File: src/hw/rtl/bfdh_ram.sv
// ----------------------------------------------------------------------------
// bfdh_ram
// Generic single-port RAM with registered read data.
// ----------------------------------------------------------------------------
module bfdh_ram #(
	parameter int WIDTH = 1,
	parameter int DEPTH = 8
) (
	input  logic                     clk,
	input  logic                     en,
	input  logic                     we,
	input  logic [$clog2(DEPTH)-1:0] addr,
	input  logic [WIDTH-1:0]         wdata,
	output logic [WIDTH-1:0]         rdata
);

	logic [WIDTH-1:0] mem [DEPTH];
	logic [WIDTH-1:0] rdata_q;

	always_ff @(posedge clk) begin
		if (en) begin
			if (we) begin
				mem[addr] <= wdata;
			end else begin
				rdata_q <= mem[addr];
			end
		end
	end

	assign rdata = rdata_q;

endmodule

File: config.mk
export PLATFORM = sky130hd
export DESIGN_NAME = bfdh_ram
export DESIGN_NICKNAME = d
export VERILOG_FILES = /design/src/hw/rtl/bfdh_ram.sv
export SDC_FILE = /design/constraint.sdc
export NUM_CORES = 1
export LEC_CHECK = 0
export BUFFER_PORTS_ARGS = -buffer_cell sky130_fd_sc_hd__buf_2
export CAP_MARGIN = 5
export CELL_PAD_IN_SITES_DETAIL_PLACEMENT = 0
export CELL_PAD_IN_SITES_GLOBAL_PLACEMENT = 1
export CORE_MARGIN = 3
export CORE_UTILIZATION = 25
export CTS_CLUSTER_SIZE = 30
export DETAILED_ROUTE_END_ITERATION = 12
export GPL_ROUTABILITY_DRIVEN = 1
export GPL_TIMING_DRIVEN = 1
export PLACE_DENSITY_LB_ADDON = 0.1
export SLEW_MARGIN = 20
export SYNTH_ARGS = -nofsm -noshare
export SYNTH_HDL_FRONTEND = slang
export SYNTH_SLANG_ARGS = --single-unit
File: constraint.sdc
create_clock -name clk -period 1.57 [get_ports clk]
set_input_delay 0.314 -clock clk [delete_from_list [all_inputs] [get_ports clk]]
set_output_delay 0.314 -clock clk [all_outputs]
set_load 0.05 [all_outputs]
-- After elaboration in Yosys (flattened, before gate mapping)
Memory sizes are Yosys's and may differ from the RTL's. A register that Yosys moved wholly into a read port is not among the register bits.
Index checks and enable logic that the tools add are counted.
- reductions and logical operators: 1
- bitwise operators: 1
- multiplexer cells: 3
- operators with widths (kind ; number):
    $mux W1 ; 3
    $reduce_and A2 Y1 ; 1
    $not A1 Y1 ; 1
- logic and storage cells: 6
- bits in writable memories: 8
- memories: 1
- output and inout port bits: 1
- flip-flop bits (word level): 0
- bits of input ports: 7
- memory list (memory ; words ; bits a word ; read ports ; clocked after Yosys merged registers in ; wr ports ; line ; text):
    mem ; 8 ; 1 ; 1 ; 1 ; 1 ; 17 ; logic [WIDTH-1:0] mem [DEPTH];

-- Logic depth before layout (Yosys ltp)
- depth in word-level cells: 3
- depth in mapped cells: 3
- gate-level depth less buffers: 2

-- Worst setup path before layout
No wires, ideal clock.
- kind: in2reg
- from: input addr[0]
- to: register rdata_q (netlist: rdata) (read register of mem), data pin
- stages: 3
- setup time: 0.260 ns
- arrival: 1.247 ns
- slack: 0.063 ns
- required time: 1.310 ns
- buffers on the path: 1
- cell sequence: clkbuf_2 > mux4_1 > mux2_2
- RTL lines (what ; line ; text):
    start, declared ; 12 ; input logic [$clog2(DEPTH)-1:0] addr,
    end, declared ; 18 ; logic [WIDTH-1:0] rdata_q;

==> flow_summary.ini <==
[setup_path]
cp_max_fo = 1
crit_chain = mux4_1, mux2_2
end_kind = flip-flop
cp_num_cells = 2
slowest_stage = mux4_1
cp_top_family = multiplexers
worstSetupPathType = flip-flop to flip-flop
arrival_ns = 1.40
cp-start-kind = flip-flop
r2r_cells = 2
slowest_delay_ns = 0.52
path_buf_inv = 0
cp.required_ns = 1.58

[global_routing]
grt_max_degree = 9
grt_remaining_overflow = 0
grt_pass1_vias = 262
grt_antenna_before_repair = 0
grt_first_pass_wirelength_um = 1120
grt_usage_pct = 7.96

[die]
die_h_um = 46.4
die_area_sq_um = 2150
io_pins = 8
core-area_sq_um = 1420
die_x_um = 46.4
row_count = 13
start_util_pct = 28.8

[status]
status = finished, final reports clean

[timing]
fmax_mhz = 721
fin_ws_ns = 0.184
min_period_ns = 1.39
maxSlewViolCount = 0
hold_viol = 0
finalClockSkew_ns = 0.00244
relSlewSlack_pct = 83.6
tns_ns = 0
setup-violations-final = 0
rsz0062_at_grt = false
tightest_slew_ns = 0.248
timing.final.crit_share_pct = 88.3

[synthesis]
synth_nets = 34
syn_avg_cell_area_sq_um = 15.1
synth_warnings = 0
syn_inst = 27
ys_seq_elements = 9
synth_cell_type_count = 12
yosysSeqAreaShare_pct = 66.3
syn_area_sq_um = 408

[cts]
clock_latency_ns = 0.25
clock-sinks = 9
clock_path_buffers = 2
clkSlewWorstSetupHoldPaths_ns = 0.06
cts_tree = built
root_buffer = clkbuf_4
htreeDepth = 1
hold_buffers = 0
ctsResizeCount = 0
cts_inserted_buffers = 3
post_cts_buffers = 0

[cells_and_area]
fin_nets = 46
syn2layout_area_growth_pct = 20.2
drive_gt1_share_pct = 31.6
n_antenna_cell = 0
fin_cells = 53

[drt]
drc_errors = 0
vias = 257
drt_first_pass_iters = 2
drtIter0Drc = 7
wl_per_cell_um = 12.7
drt-total-wl_um = 672
vias_per_cell = 4.85
ant_nets = 0

[pwr]
power_uw = 488
power_density_nw_per_um2 = 996
p_leak_nw = 0.176
peakVddDrop_mv = 0.381

[placed_design]
dp_hpwl_um = 505
dp.cells = 49
pre_cts_slack_ns = 0.00776
routabilityCongestion = 0.727
port-buffer-count = 7

[job]
cap_violations = 0

[worst_hold_path]
min_path_cells = 1
worstHoldPathType = input port to flip-flop
## worst reg2reg max path, stage by stage, from the launching register on
cell and delay [ns]:
edfxtp_1 0.35, mux4_1 0.52, mux2_2 0.27
## final timing paths
check | from | endpoint | slack [ns]
setup / recovery | mem[3] | rdata | 0.18
hold / removal | wdata | mem[1] | 0.34
setup reg to reg | mem[3] | rdata | 0.18
hold reg to reg | mem[5] | rdata | 0.75
## logic make-up (layout without fill, tap and decap cells)
group / Yosys count / count (layout) / synth area share, %
and+or+nand+nor: 14 / 14 / 16.9
muxes: 3 / 3 / 15.6
DFF: 9 / 9 / 66.3
buffers and inverters: 1 / 12 / 1.23
## synth_stat cells
master | count | area share, %
nor3_1 | 2 | 2.5
edfxtp_1 | 9 | 66
mux2_2 | 1 | 2.8
nor2_1 | 6 | 5.5
nand3b_1 | 1 | 1.8
or2b_1 | 1 | 1.8
mux4_1 | 2 | 13
clkbuf_2 | 1 | 1.2
nand3_1 | 1 | 1.2
nor2b_1 | 1 | 1.5
nand2b_1 | 1 | 1.5
nand2_1 | 1 | 0.92
## sequential cells by signal (all words and copies together), names as in the netlist
register  count
rdata         1
mem           8
## report_power, final
group	switching, mW	leakage (nW)	internal [mW]
Sequential	0.000845	0.0817	0.270
Combinational	0.0222	0.0791	0.0190
Clock	0.0784	0.0150	0.0978
## cell usage in the layout (no fill, tap or decap)
master / netlist / layout
buf_2: 0 / 7
buf_4: 0 / 1
clkbuf_1: 0 / 1
clkbuf_4: 0 / 3
edfxtp_1: 9 / 9
mux2_2: 1 / 1
mux4_1: 2 / 2
nand2_1: 1 / 1
nand2b_1: 1 / 1
nand3_1: 1 / 1
nand3b_1: 1 / 1
nor2_1: 6 / 6
nor2b_1: 1 / 1
nor3_1: 2 / 2
or2b_1: 1 / 1
## metrics by stage
| step | hold slack (ns) | cell area [sq um] | utilization, % |
|---|---|---|---|
| detailed placement | 0.602 | 464 | 32.8 |
| finish | 0.340 | 490 | 34.7 |
| global placement | 0.587 | 464 | 32.8 |
| floorplan | 0.413 | 408 | - |
| CTS | 0.330 | 490 | 34.7 |
| global route | 0.340 | 490 | 34.7 |
## cell type report
cell class / instances / area [sq um]
clock buffer: 4 / 26.3
fill: 148 / 925
sequential: 9 / 270
multi-input combinational: 17 / 133
tap: 15 / 18.8
timing repair buffer: 8 / 42.5
## layer usage
layer / global-route usage [%] / wire (um) / share of wire (%) / vias up
li1: - / - / - / 125
met1: 9.47 / 305 / 45 / 122
met2: 11.5 / 316 / 47 / 8
met3: 3.52 / 47 / 7.0 / 2
met4: 5.11 / 4 / 0.60 / 0
met5: 0 / 0 / 0 / -
Power figures use the tool's default switching activity.
