## config.mk

```make
export PLATFORM = sky130hd
export DESIGN_NAME = bfdh_rem
export DESIGN_NICKNAME = d
export VERILOG_FILES = /design/src/hw/rtl/bfdh_pkg.sv /design/src/hw/rtl/bfdh_rem.sv
export SDC_FILE = /design/constraint.sdc
export NUM_CORES = 1
export LEC_CHECK = 0
export BUFFER_PORTS_ARGS = -buffer_cell sky130_fd_sc_hd__buf_2
export CAP_MARGIN = 25
export CORE_MARGIN = 1
export CORE_UTILIZATION = 40
export CTS_BUF_LIST = sky130_fd_sc_hd__clkbuf_4 sky130_fd_sc_hd__clkbuf_8
export CTS_CLUSTER_DIAMETER = 150
export DETAILED_ROUTE_END_ITERATION = 16
export PLACE_DENSITY_LB_ADDON = 0.12
export SYNTH_ARGS = -nofsm -noshare
export SYNTH_HDL_FRONTEND = slang
export SYNTH_SLANG_ARGS = --single-unit
```

## constraint.sdc

```tcl
create_clock -name clk -period 2.1 [get_ports clk]
set_clock_uncertainty 0.05 [all_clocks]
set_input_delay 0.315 -clock clk [delete_from_list [all_inputs] [get_ports clk]]
set_output_delay 0.315 -clock clk [all_outputs]
set_load 0.02 [all_outputs]
```

## src/hw/rtl/bfdh_pkg.sv

```systemverilog
// ----------------------------------------------------------------------------
// bfdh_pkg
// Shared types and constants of the double-hashing bloom filter.
// ----------------------------------------------------------------------------
package bfdh_pkg;

	localparam int HASH_W = 64;
	localparam int CFG_W  = 17;
	localparam int BC_W   = 17;
	localparam int HC_W   = 5;

	// configuration register indexes
	localparam logic CFG_BIT_COUNT  = 1'b0;
	localparam logic CFG_HASH_COUNT = 1'b1;

	// request codes
	localparam logic REQ_INSERT = 1'b0;
	localparam logic REQ_QUERY  = 1'b1;

	localparam logic [BC_W-1:0] BIT_COUNT_RST  = 17'd65536;
	localparam logic [HC_W-1:0] HASH_COUNT_RST = 5'd7;

	typedef enum logic [2:0] {
		ST_CLEAR,
		ST_IDLE,
		ST_START,
		ST_MOD,
		ST_CHECK,
		ST_DONE
	} state_t;

endpackage

```

## src/hw/rtl/bfdh_rem.sv

```systemverilog
// ----------------------------------------------------------------------------
// bfdh_rem
// Bit-serial restoring remainder unit: 64-bit dividend modulo a runtime
// modulus, one dividend bit per cycle.
// ----------------------------------------------------------------------------
module bfdh_rem #(
	parameter int MAX_BITS = 65536
) (
	input  logic                               clk,
	input  logic                               arst_n,
	input  logic                               start,
	input  logic [bfdh_pkg::HASH_W-1:0]        dividend,
	input  logic [$clog2(MAX_BITS+1)-1:0]      modulus,
	output logic                               done,
	output logic [$clog2(MAX_BITS)-1:0]        remainder
);

	import bfdh_pkg::*;

	localparam int AW  = $clog2(MAX_BITS);
	localparam int CW  = $clog2(MAX_BITS+1);
	localparam int TW  = AW + 1;
	localparam int NW  = $clog2(HASH_W+1);

	logic [HASH_W-1:0] div_q;
	logic [AW-1:0]     rem_q;
	logic [CW-1:0]     mod_q;
	logic [NW-1:0]     cnt_q;
	logic              busy_q;
	logic              done_q;

	logic [TW-1:0] trial;
	logic [TW-1:0] mod_ext;
	logic [TW-1:0] diff;

	// shift in the next dividend bit and subtract when it fits
	assign trial   = {rem_q, div_q[HASH_W-1]};
	assign mod_ext = TW'(mod_q);
	assign diff    = trial - mod_ext;

	always_ff @(posedge clk or negedge arst_n) begin
		if (!arst_n) begin
			busy_q <= 1'b0;
			done_q <= 1'b0;
		end else begin
			done_q <= 1'b0;
			if (start) begin
				busy_q <= 1'b1;
			end else if (busy_q && cnt_q == NW'(1)) begin
				busy_q <= 1'b0;
				done_q <= 1'b1;
			end
		end
	end

	always_ff @(posedge clk) begin
		if (start) begin
			div_q <= dividend;
			rem_q <= '0;
			mod_q <= modulus;
			cnt_q <= NW'(HASH_W);
		end else if (busy_q) begin
			div_q <= {div_q[HASH_W-2:0], 1'b0};
			cnt_q <= cnt_q - NW'(1);
			if (trial >= mod_ext) begin
				rem_q <= diff[AW-1:0];
			end else begin
				rem_q <= trial[AW-1:0];
			end
		end
	end

	assign done      = done_q;
	assign remainder = rem_q;

endmodule

```

# Yosys cells after proc, flatten, opt, wreduce, memory -nomap -nowiden
# Index checks and enable logic that the tools add are counted.
# op_classes
reduce_logical,3
eq_ne,1
magnitude_cmp,1
addsub,2
mux,7
# op_table
operator,count
2-to-1 mux 64 bit,2
>= comparator 17 bit,1
2-to-1 mux 16 bit,1
subtractor 16 bit,1
"== test 7 x 1 -> 1 bit, second input constant",1
"subtractor 7 x 1 -> 7 bit, second input constant",1
2-to-1 mux 1 bit,4
nonzero test 2 bit,2
logical AND 1 bit,1
# word_totals
output_inout_bits,17
elab_cells,20
regBits,106

# Logic depth before layout (Yosys ltp)
# Gate-level depths: netlist of the first run.
# logic_depth
ltp_word,4
mapped_depth,12
mapped_depth_nobuf,11

# Worst setup path before layout of the first run
# Ideal clock, no wire load.
# synth_path
kind,input-to-reg
start,input start
end,"register div_q[0], enable pin"
t_arrival_ns,1.868
required_time_ns,1.632
slack_ns,-0.236
setup_time_ns,0.418
stages,3
n_path_buf,1
path_cell_list,buf_2 -> nor2_1 -> inv_1
# synth_via
elab_chain_len,1
# synth_lines
element,line,text
"start, declared",bfdh_rem.sv:11,"input logic start,"
nonzero test 2 bit (no source line),-,
"end signal, assigned",bfdh_rem.sv:58,div_q <= dividend;
"end signal, assigned",bfdh_rem.sv:63,"div_q <= {div_q[HASH_W-2:0], 1'b0};"
"end, declared",bfdh_rem.sv:25,logic [HASH_W-1:0] div_q;
# No other way between the ends.
# A chain may end at the register's enable or synchronous reset.

# Worst setup path in the final report of the first run
# layout_path
start,"register mod_q[8], in the netlist mod_ext[8]"
end,"register rem_q[13], in the netlist remainder[13]"
# layout_via
elab_chain_len,2
word_cells_on_any_way,3
classes_between,add/sub: 1; order compare: 1; mux: 1
# layout_lines
element,line,text
"start, declared",bfdh_rem.sv:27,logic [CW-1:0] mod_q;
"start signal, assigned",bfdh_rem.sv:60,mod_q <= modulus;
subtractor 16 bit / >= comparator 17 bit (equally long branches),"bfdh_rem.sv:39, bfdh_rem.sv:65",
2-to-1 mux 16 bit *,bfdh_rem.sv:65,if (trial >= mod_ext) begin
"end signal, assigned",bfdh_rem.sv:66,rem_q <= diff[AW-1:0];
"end signal, assigned",bfdh_rem.sv:68,rem_q <= trial[AW-1:0];
"end, declared",bfdh_rem.sv:26,logic [AW-1:0] rem_q;
# Mark *: on every way between the ends. The rest lies on a longest branch, timed or not.

==> impl_metrics.json, run 1 <==
{
  "status": "finished with violations",
  "failed_checks": "setup timing",
  "placed_area_um2": 6410,
  "hold_path_class": "primary input to flop",
  "drc": 0,
  "antenna_left": 0,
  "vias_per_cell": 4.78,
  "cp.arrival_ps": 2530,
  "fin_ws_ps": -229,
  "final_util_pct": 53.9,
  "cts_htree_levels": 3,
  "worstPathRequired_ps": 2300,
  "grt.total_usage_pct": 16.7,
  "hold_violations": 0,
  "layout.nets": 657,
  "r2r_cells": 11,
  "antenna_found_initial": 0,
  "clkLatencyLatePin_ps": 380,
  "cts_max_path_buffers": 2,
  "dp_cells": 707,
  "p_per_area_nw_per_um2": 733,
  "syn_inst": 392,
  "layout_commonest_cell": "buf_2",
  "area_delta_synth_final_pct": 31.8,
  "drt_iter0_markers": 115,
  "endpoint_kind": "flop",
  "stdcell_count": 730,
  "first_pass_iters": 7,
  "crit_top_cell": "buf_6",
  "crit_type": "flop to flop",
  "placement.io_buffers": 100,
  "synth_area_um2": 5140,
  "dieHeight_um": 115,
  "critPathMaxStageDelay_ps": 380,
  "yosysSeqAreaShare_pct": 57.2,
  "tritoncts": "done",
  "synthFlopType": "edfxtp_1",
  "synth-seq-cells": 106,
  "ctsRootBufferMaster": "clkbuf_8",
  "max_clock_freq_ghz": 0.429,
  "regArea_um2": 2970,
  "insertedDiodeCount": 0,
  "async_flop_share_pct": 1.89,
  "max_cap_violations": 0,
  "nFillCells": 1088,
  "startpoint_type": "flop",
  "cts_buffers": 9,
  "grt_pass1_wl_mm": 16.7,
  "final_cell_mix": "buf_2 (99), edfxtp_1 (81), mux2_2 (63)",
  "syn_avg_cell_area_um2": 13.1,
  "clk_pin_slew_ps": 100,
  "hpwl_mm": 7.52,
  "critPathMaxFanout": 5,
  "finalWirelength_mm": 10.5,
  "fin_crit_ps": 2330,
  "cts_sinks": 106,
  "holdWs_ps": 46.7,
  "worstHoldPathCells": 1,
  "multi_input_area_um2": 2290,
  "gp_congestion": 0.845,
  "grt_setup_unrepaired": "true",
  "dpl_worst_slack_ps": -305,
  "slowest_stage": "a211o_4",
  "ys_warn_count": 0,
  "cp_cell_sequence": "inv_2, ha_4, nand4_1, buf_4, nor4_4, nor4_2, a211o_4, buf_6, buf_6, mux2i_1, o21ai_1",
  "die_w_um": 115,
  "tightest_slew_ps": 443,
  "dieArea_um2": 13300,
  "ios": 101,
  "num_vias": 3490,
  "vdd_drop_max_v": 0.000417,
  "layout-drive-gt1-share_pct": 53.0,
  "synth_edf_count": 81,
  "fin_crit_sh_pct": 111,
  "coreArea_um2": 12600,
  "final-setup-viol-count": 16,
  "final_area_um2": 6780,
  "cellLeakagePower_nw": 2.92,
  "relSlewSlack_pct": 70.1,
  "synth_nets": 496,
  "start_util_pct": 40.9,
  "drv_slew": 0,
  "row_count": 41,
  "wl_per_cell_um": 14.4,
  "synth_cell_types": 48,
  "grt_pass1_vias": 3477,
  "grt_max_degree": 65,
  "grt-ovfl-total": 0
}
[per-layer routing]
layer | part of all wire [%] | track usage, % | vias to the layer above
met2 | 46 | 25.9 | 82
li1 | - | - | 1759
met4 | 1.2 | 5.97 | 0
met3 | 6.1 | 6.06 | 13
met5 | 0 | 0 | -
met1 | 46 | 21.5 | 1636
[sequential cells by signal (all words and copies together) (netlist names)]
register and flops:
busy_q 1, div_q 64, remainder 16, done 1, mod_ext 17, cnt_q 7
[final cells by class]
type	count	share of cell area, %
clock buffers	10	1.94
repair buffers	165	15.3
clock inverters	6	0.628
well taps	172	3.18
inverters	22	1.27
multi-input cells	249	33.8
flip-flops and latches	106	43.8
[synthesized netlist by cell type (all sizes together), types with 2 or more instances]
cell type | number | area [µm²]
mux2 | 64 | 724
edfxtp | 81 | 2430
buf | 14 | 83.8
nor2b | 4 | 25.0
a31oi | 2 | 12.5
nor3 | 5 | 25.0
o31ai | 3 | 22.5
and2 | 2 | 12.5
nand4 | 2 | 18.8
a211oi | 12 | 95.1
ha | 19 | 238
nand2 | 17 | 63.8
o21ba | 2 | 20.0
inv | 22 | 82.6
a21o | 4 | 30.0
xnor2 | 8 | 70.1
nor2 | 30 | 113
xor2 | 10 | 87.6
or2 | 2 | 12.5
a21oi | 11 | 55.1
mux2i | 13 | 130
nand2b | 4 | 25.0
dfxtp | 23 | 460
dfrtp | 2 | 50.1
nand3 | 4 | 20.0
o21ai | 10 | 50.1
o21a | 5 | 37.5
nor4 | 3 | 18.8
a211o | 2 | 17.5
[repair_timing]
item,in CTS,in global routing
gates cloned,0,0
resized for setup,16,21
pin swaps,21,12
hold endpoints to repair,2,0
buffers inserted,4,2
hold buffers,1,0
setup endpoints to repair,16,16
[report_power, final]
part | internal (W) | switching, W | total (W)
registers | 0.00257 | 0.000126 | 0.00270
clock network | 0.000447 | 0.000709 | 0.00116
logic | 0.000604 | 0.000510 | 0.00111
total | 0.00362 | 0.00134 | 0.00496
[through the flow]
stage	power (W)	setup TNS, ps
2_1_floorplan	0.00342	-195
3_3_place_gp	0.00377	-1860
3_5_place_dp	0.00380	-3400
4_1_cts	0.00500	-3380
5_1_grt	0.00526	-4140
6_report	0.00496	-2450
[logic make-up (layout without fill, tap and decap cells)]
group                    after synthesis  in the layout  share of synthesized area [%]
AO/OA/AOI/OAI                         58             58                           7.79
XOR/XNOR                              18             18                           3.07
flip-flops                           106            106                           57.2
AND/OR/NAND/NOR                       76             76                           6.98
buffers and inverters                 37            203                           3.31
adder cells (fa/ha/maj)               20             20                           5.01
multiplexers                          77             77                           16.6
[final timing paths]
kind,from,end,slack (ps)
worst min-delay path,modulus[9],mod_ext[9],50
worst max-delay path,mod_ext[8],remainder[13],-230
worst max register to register,mod_ext[8],remainder[13],-230
worst min register to register,cnt_q[1],cnt_q[1],450
max in group asynchronous,arst_n,done,1710
min in group asynchronous,arst_n,busy_q,190
[critical path, delay by kind of cell (launching register included)]
family / cells / cell delay [ps]
buffers and inverters: 4 / 490
AOI/OAI and AO/OA: 2 / 470
and+or+nand+nor: 3 / 420
DFF: 1 / 350
adders and majority gates: 1 / 260
muxes: 1 / 150
(Power assumes the default switching activity.)
==> inputs of run 2 (changes only) <==
CELL_PAD_IN_SITES_DETAIL_PLACEMENT = 1   (was unset)
CELL_PAD_IN_SITES_GLOBAL_PLACEMENT = 1   (was unset)
==> run 2 against run 1 <==
The run still ends with setup timing left. Non-clock buffer count is 1 higher. Critical endpoint is now remainder[0]. Routed wire length is 7.5% higher. Total power is 2.4% higher. Cell area is 0.33% higher. Via count is 2.8% higher. Fmax is 0.87% lower. Worst setup slack worse by 20 ps. Highest routed layer unchanged. Register-to-register slack worse by 20 ps. Largest cell class unchanged.
==> impl_metrics.json, run 2 (synthesis results as in run 1) <==
{
  "grt_max_degree": 65,
  "layout_commonest_cell": "buf_2",
  "tritoncts": "done",
  "dp_cells": 705,
  "max_cap_violations": 0,
  "regArea_um2": 2970,
  "grt_pass1_vias": 3726,
  "fin_crit_ps": 2350,
  "grt_pass1_wl_mm": 18.0,
  "relSlewSlack_pct": 65.2,
  "ctsRootBufferMaster": "clkbuf_8",
  "drv_slew": 0,
  "layout-drive-gt1-share_pct": 52.6,
  "cts_htree_levels": 3,
  "hpwl_mm": 8.15,
  "area_delta_synth_final_pct": 32.2,
  "nFillCells": 1336,
  "dieHeight_um": 115,
  "startpoint_type": "flop",
  "critPathMaxFanout": 4,
  "crit_type": "flop to flop",
  "clkLatencyLatePin_ps": 370,
  "critPathMaxStageDelay_ps": 360,
  "fin_crit_sh_pct": 112,
  "cp.arrival_ps": 2590,
  "rr_startpoint": "mod_ext[8]",
  "startpoint": "mod_ext[8]",
  "placement.io_buffers": 100,
  "vias_per_cell": 4.91,
  "row_count": 41,
  "grt_setup_unrepaired": "true",
  "hold_path_class": "primary input to flop",
  "clk_pin_slew_ps": 100,
  "reg2reg_setup_slack_ps": -250,
  "drt_iter0_markers": 98,
  "status": "finished with violations",
  "p_per_area_nw_per_um2": 748,
  "cp.depth": 10,
  "finalWirelength_mm": 11.3,
  "drc": 0,
  "cellLeakagePower_nw": 2.91,
  "final_util_pct": 54.1,
  "max_clock_freq_ghz": 0.426,
  "final-setup-viol-count": 16,
  "cp_cell_sequence": "inv_2, ha_4, nand4_1, nor3_2, o21a_1, nor2_1, a211o_1, buf_4, mux2_4, a211oi_2",
  "largest_reg_flops": 64,
  "cts_sinks": 106,
  "crit_family": "compound AO/OA/AOI/OAI gates",
  "holdWs_ps": 57.0,
  "wl_per_cell_um": 15.4,
  "first_pass_iters": 4,
  "finalSetupTns_ps": -2480,
  "worstPathRequired_ps": 2340,
  "dieArea_um2": 13300,
  "layout.nets": 658,
  "regMostFlops": "div_q",
  "critical_path_buf_inv_count": 2,
  "die_w_um": 115,
  "num_vias": 3586,
  "r2r_cells": 10,
  "endpoint_kind": "flop",
  "cts_max_path_buffers": 2,
  "slowest_stage": "edfxtp_1",
  "tightest_slew_ps": 515,
  "final_cell_mix": "buf_2 (99), edfxtp_1 (81), mux2_2 (63)",
  "hold_violations": 0,
  "failed_checks": "setup timing",
  "insertedDiodeCount": 0,
  "critPathCapture": "remainder[0]",
  "grt.total_usage_pct": 17.8,
  "rr_endpoint": "remainder[0]",
  "antenna_left": 0,
  "antenna_found_initial": 0,
  "start_util_pct": 40.9,
  "cts_buffers": 9,
  "power_w": 0.00508,
  "coreArea_um2": 12600,
  "ios": 101,
  "fin_ws_ps": -250,
  "stdcell_count": 731,
  "gp_congestion": 0.779,
  "multi_input_area_um2": 2290,
  "vdd_drop_max_v": 0.000474,
  "grt-ovfl-total": 0
}
-- run 2: cell count changes in the layout (fill, tap and decap cells not counted), moves of 2 or more --
cell	previous run	this run
buf_6	5	3
nor2_1	27	29
o21ba_2	0	2
clkinv_2	2	0
nor2_2	2	0
clkinvlp_4	3	1
buf_4	58	60
o21ba_4	2	0
clkinv_1	0	4
-- run 2: worst register-to-register path, stage by stage, from the launching register on --
cell and delay [ps]:
edfxtp_1 360, inv_2 50, ha_4 270, nand4_1 170
nor3_2 160, o21a_1 160, nor2_1 50, a211o_1 350
buf_4 160, mux2_4 300, a211oi_2 170
-- run 2: worst min-delay path by stage --
stage                           start           to  slack, ps  cells after the start
after detailed placement       arst_n         done         50                      1
after CTS                 modulus[10]  mod_ext[10]         30                      1
after floorplan                arst_n       busy_q        -30                      0
after global routing      modulus[10]  mod_ext[10]         40                      1
final                     modulus[10]  mod_ext[10]         60                      1
after global placement         arst_n         done         50                      1
-- run 2: stage by stage --
step                cell area (µm²)  worst slack, ps
floorplan                      5330            -59.3
global placement               6410             -183
detailed placement             6410             -269
CTS                            6750             -255
global route                   6800             -375
finish                         6800             -250
-- run 2: layer usage --
layer | up-vias | GRT usage, % | routed length [µm]
li1 | 1763 | - | -
met1 | 1745 | 22.1 | 4900
met2 | 65 | 29.1 | 5540
met3 | 13 | 5.06 | 609
met4 | 0 | 7.53 | 206
met5 | - | 0 | 0
-- run 2: repair_timing --
| action | in CTS | in global routing |
|---|---|---|
| hold endpoints to repair | 2 | 0 |
| pin swaps | 18 | 9 |
| setup endpoints to repair | 16 | 16 |
| resized for setup | 25 | 9 |
| hold buffers | 1 | 0 |
| setup buffers | 7 | 2 |
-- run 2: layout make-up --
cell class	instances	area share (%)
multi-input cells	249	33.7
well taps	172	3.17
inverters	22	1.27
repair buffers	166	15.4
flip-flops and latches	106	43.7
clock inverters	6	0.828
clock buffers	10	1.93
-- run 2: power by group --
group	internal, W	switching (W)
Clock	0.000558	0.000686
Combinational	0.000611	0.000531
Sequential	0.00257	0.000127
==> inputs of run 3 (changes only) <==
clock period = 2.75 ns   (was 2.1 ns; I/O delays follow)
==> run 3 against run 2 <==
Register-to-register slack better by 440 ps. Hold slack better by 96 ps. First-iteration DRC count up 47%. Clock power down 23%. Global-route usage down 1.2 points. Total power down 27%. Utilization down 6.0 points. Die area unchanged. Fmax down 8.3%. Critical path type unchanged. Sequential power down 24%. Final cell count down 8.1%. The flow now finishes without violations. Combinational power down 40%.
==> impl_metrics.json, run 3 (synthesis results as in run 1) <==
{
  "crit_top_cell": "nor4_1",
  "insertedDiodeCount": 0,
  "dpl_worst_slack_ps": 163,
  "antenna_found_initial": 0,
  "grt_max_degree": 99,
  "startpoint_type": "flop",
  "critPathMaxStageDelay_ps": 440,
  "relSlewSlack_pct": 42.9,
  "p_per_area_nw_per_um2": 611,
  "vdd_drop_max_v": 0.000272,
  "grt-ovfl-total": 0,
  "ios": 101,
  "worstPathRequired_ps": 3010,
  "start_util_pct": 40.9,
  "crit_family": "simple AND/OR/NAND/NOR gates",
  "layout-drive-gt1-share_pct": 38.8,
  "grt_pass1_vias": 3466,
  "vias_per_cell": 4.96,
  "largest_reg_flops": 64,
  "hold_violations": 0,
  "hold_path_class": "primary input to flop",
  "drt_iter0_markers": 144,
  "post-cts-setup-buffers": 0,
  "fin_crit_sh_pct": 93.2,
  "final-setup-viol-count": 0,
  "finalSetupTns_ps": 0,
  "cts_buffers": 9,
  "drc": 0,
  "holdWs_ps": 153,
  "die_w_um": 115,
  "tritoncts": "done",
  "cts_htree_levels": 3,
  "dieArea_um2": 13300,
  "critPathMaxFanout": 9,
  "nFillCells": 1328,
  "multi_input_area_um2": 2040,
  "tightest_slew_ps": 857,
  "fin_crit_ps": 2560,
  "drv_slew": 0,
  "fin_ws_ps": 188,
  "crit_type": "flop to flop",
  "hpwl_mm": 7.31,
  "ctsRootBufferMaster": "clkbuf_8",
  "status": "complete, no violations",
  "placed_area_um2": 5840,
  "placement.io_buffers": 100,
  "finalWirelength_mm": 10.5,
  "clk_pin_slew_ps": 100,
  "gp_congestion": 0.812,
  "regMostFlops": "div_q",
  "max_cap_violations": 0,
  "area_delta_synth_final_pct": 17.5,
  "stdcell_count": 672,
  "layout_commonest_cell": "buf_2",
  "regArea_um2": 2940,
  "num_vias": 3335,
  "layout.nets": 600,
  "cp_cell_sequence": "inv_1, ha_1, nand4_2, nor4_1, nor4_1, a211o_2, buf_4, or2_2, o211ai_1",
  "row_count": 41,
  "final_cell_mix": "buf_2 (99), edfxtp_1 (81), mux2_2 (63)",
  "grt_pass1_wl_mm": 16.7,
  "coreArea_um2": 12600,
  "dp_cells": 656,
  "max_clock_freq_ghz": 0.390,
  "grt.total_usage_pct": 16.6,
  "clkLatencyLatePin_ps": 380,
  "final_area_um2": 6040,
  "antenna_left": 0,
  "cts_sinks": 106,
  "dieHeight_um": 115,
  "wl_per_cell_um": 15.7,
  "endpoint_kind": "flop",
  "cellLeakagePower_nw": 2.61,
  "slowest_stage": "a211o_2",
  "critical_path_buf_inv_count": 2,
  "cp.arrival_ps": 2820,
  "cts_max_path_buffers": 2,
  "grt_setup_unrepaired": "false",
  "first_pass_iters": 4
}
## run 3: final cells by class
class	count	area share, %
sequential	106	48.7
clock buffer	9	2.05
multi-input combinational	249	33.8
timing repair buffer	108	9.57
clock inverter	6	0.952
inverter	22	1.37
tap	172	3.56
## run 3: final timing paths
| path | to | cells after the start | slack, ps | from |
|---|---|---|---|---|
| setup / recovery | remainder[15] | 9 | 190 | mod_ext[10] |
| hold / removal | mod_ext[13] | 1 | 150 | modulus[13] |
| setup reg to reg | remainder[15] | 9 | 190 | mod_ext[10] |
| hold reg to reg | remainder[7] | 2 | 450 | remainder[7] |
| max in group asynchronous | done | 2 | 2240 | arst_n |
| min in group asynchronous | busy_q | 2 | 300 | arst_n |
## run 3: stage by stage
| stage | total power [W] | util [%] |
|---|---|---|
| 2_1_floorplan | 0.00256 | - |
| 3_3_place_gp | 0.00275 | 46.5 |
| 3_5_place_dp | 0.00278 | 46.5 |
| 4_1_cts | 0.00375 | 48.0 |
| 5_1_grt | 0.00388 | 48.1 |
| 6_report | 0.00369 | 48.1 |
## run 3: power breakdown
part | internal (W) | switching (W)
Combinational | 0.000342 | 0.000338
Clock | 0.000413 | 0.000541
Sequential | 0.00196 | 0.0000975
Total | 0.00272 | 0.000976
## run 3: metal layers
layer	GRT usage [%]	part of all wire (%)
met1	20.8	44
met2	27.4	50
met3	3.64	4.3
met4	7.71	1.5
met5	0	0
## run 3: repair_timing
action                     CTS  global route
hold endpoints to repair     2             0
setup endpoints to repair    0             4
resized for setup            0             5
hold buffers                 1             0
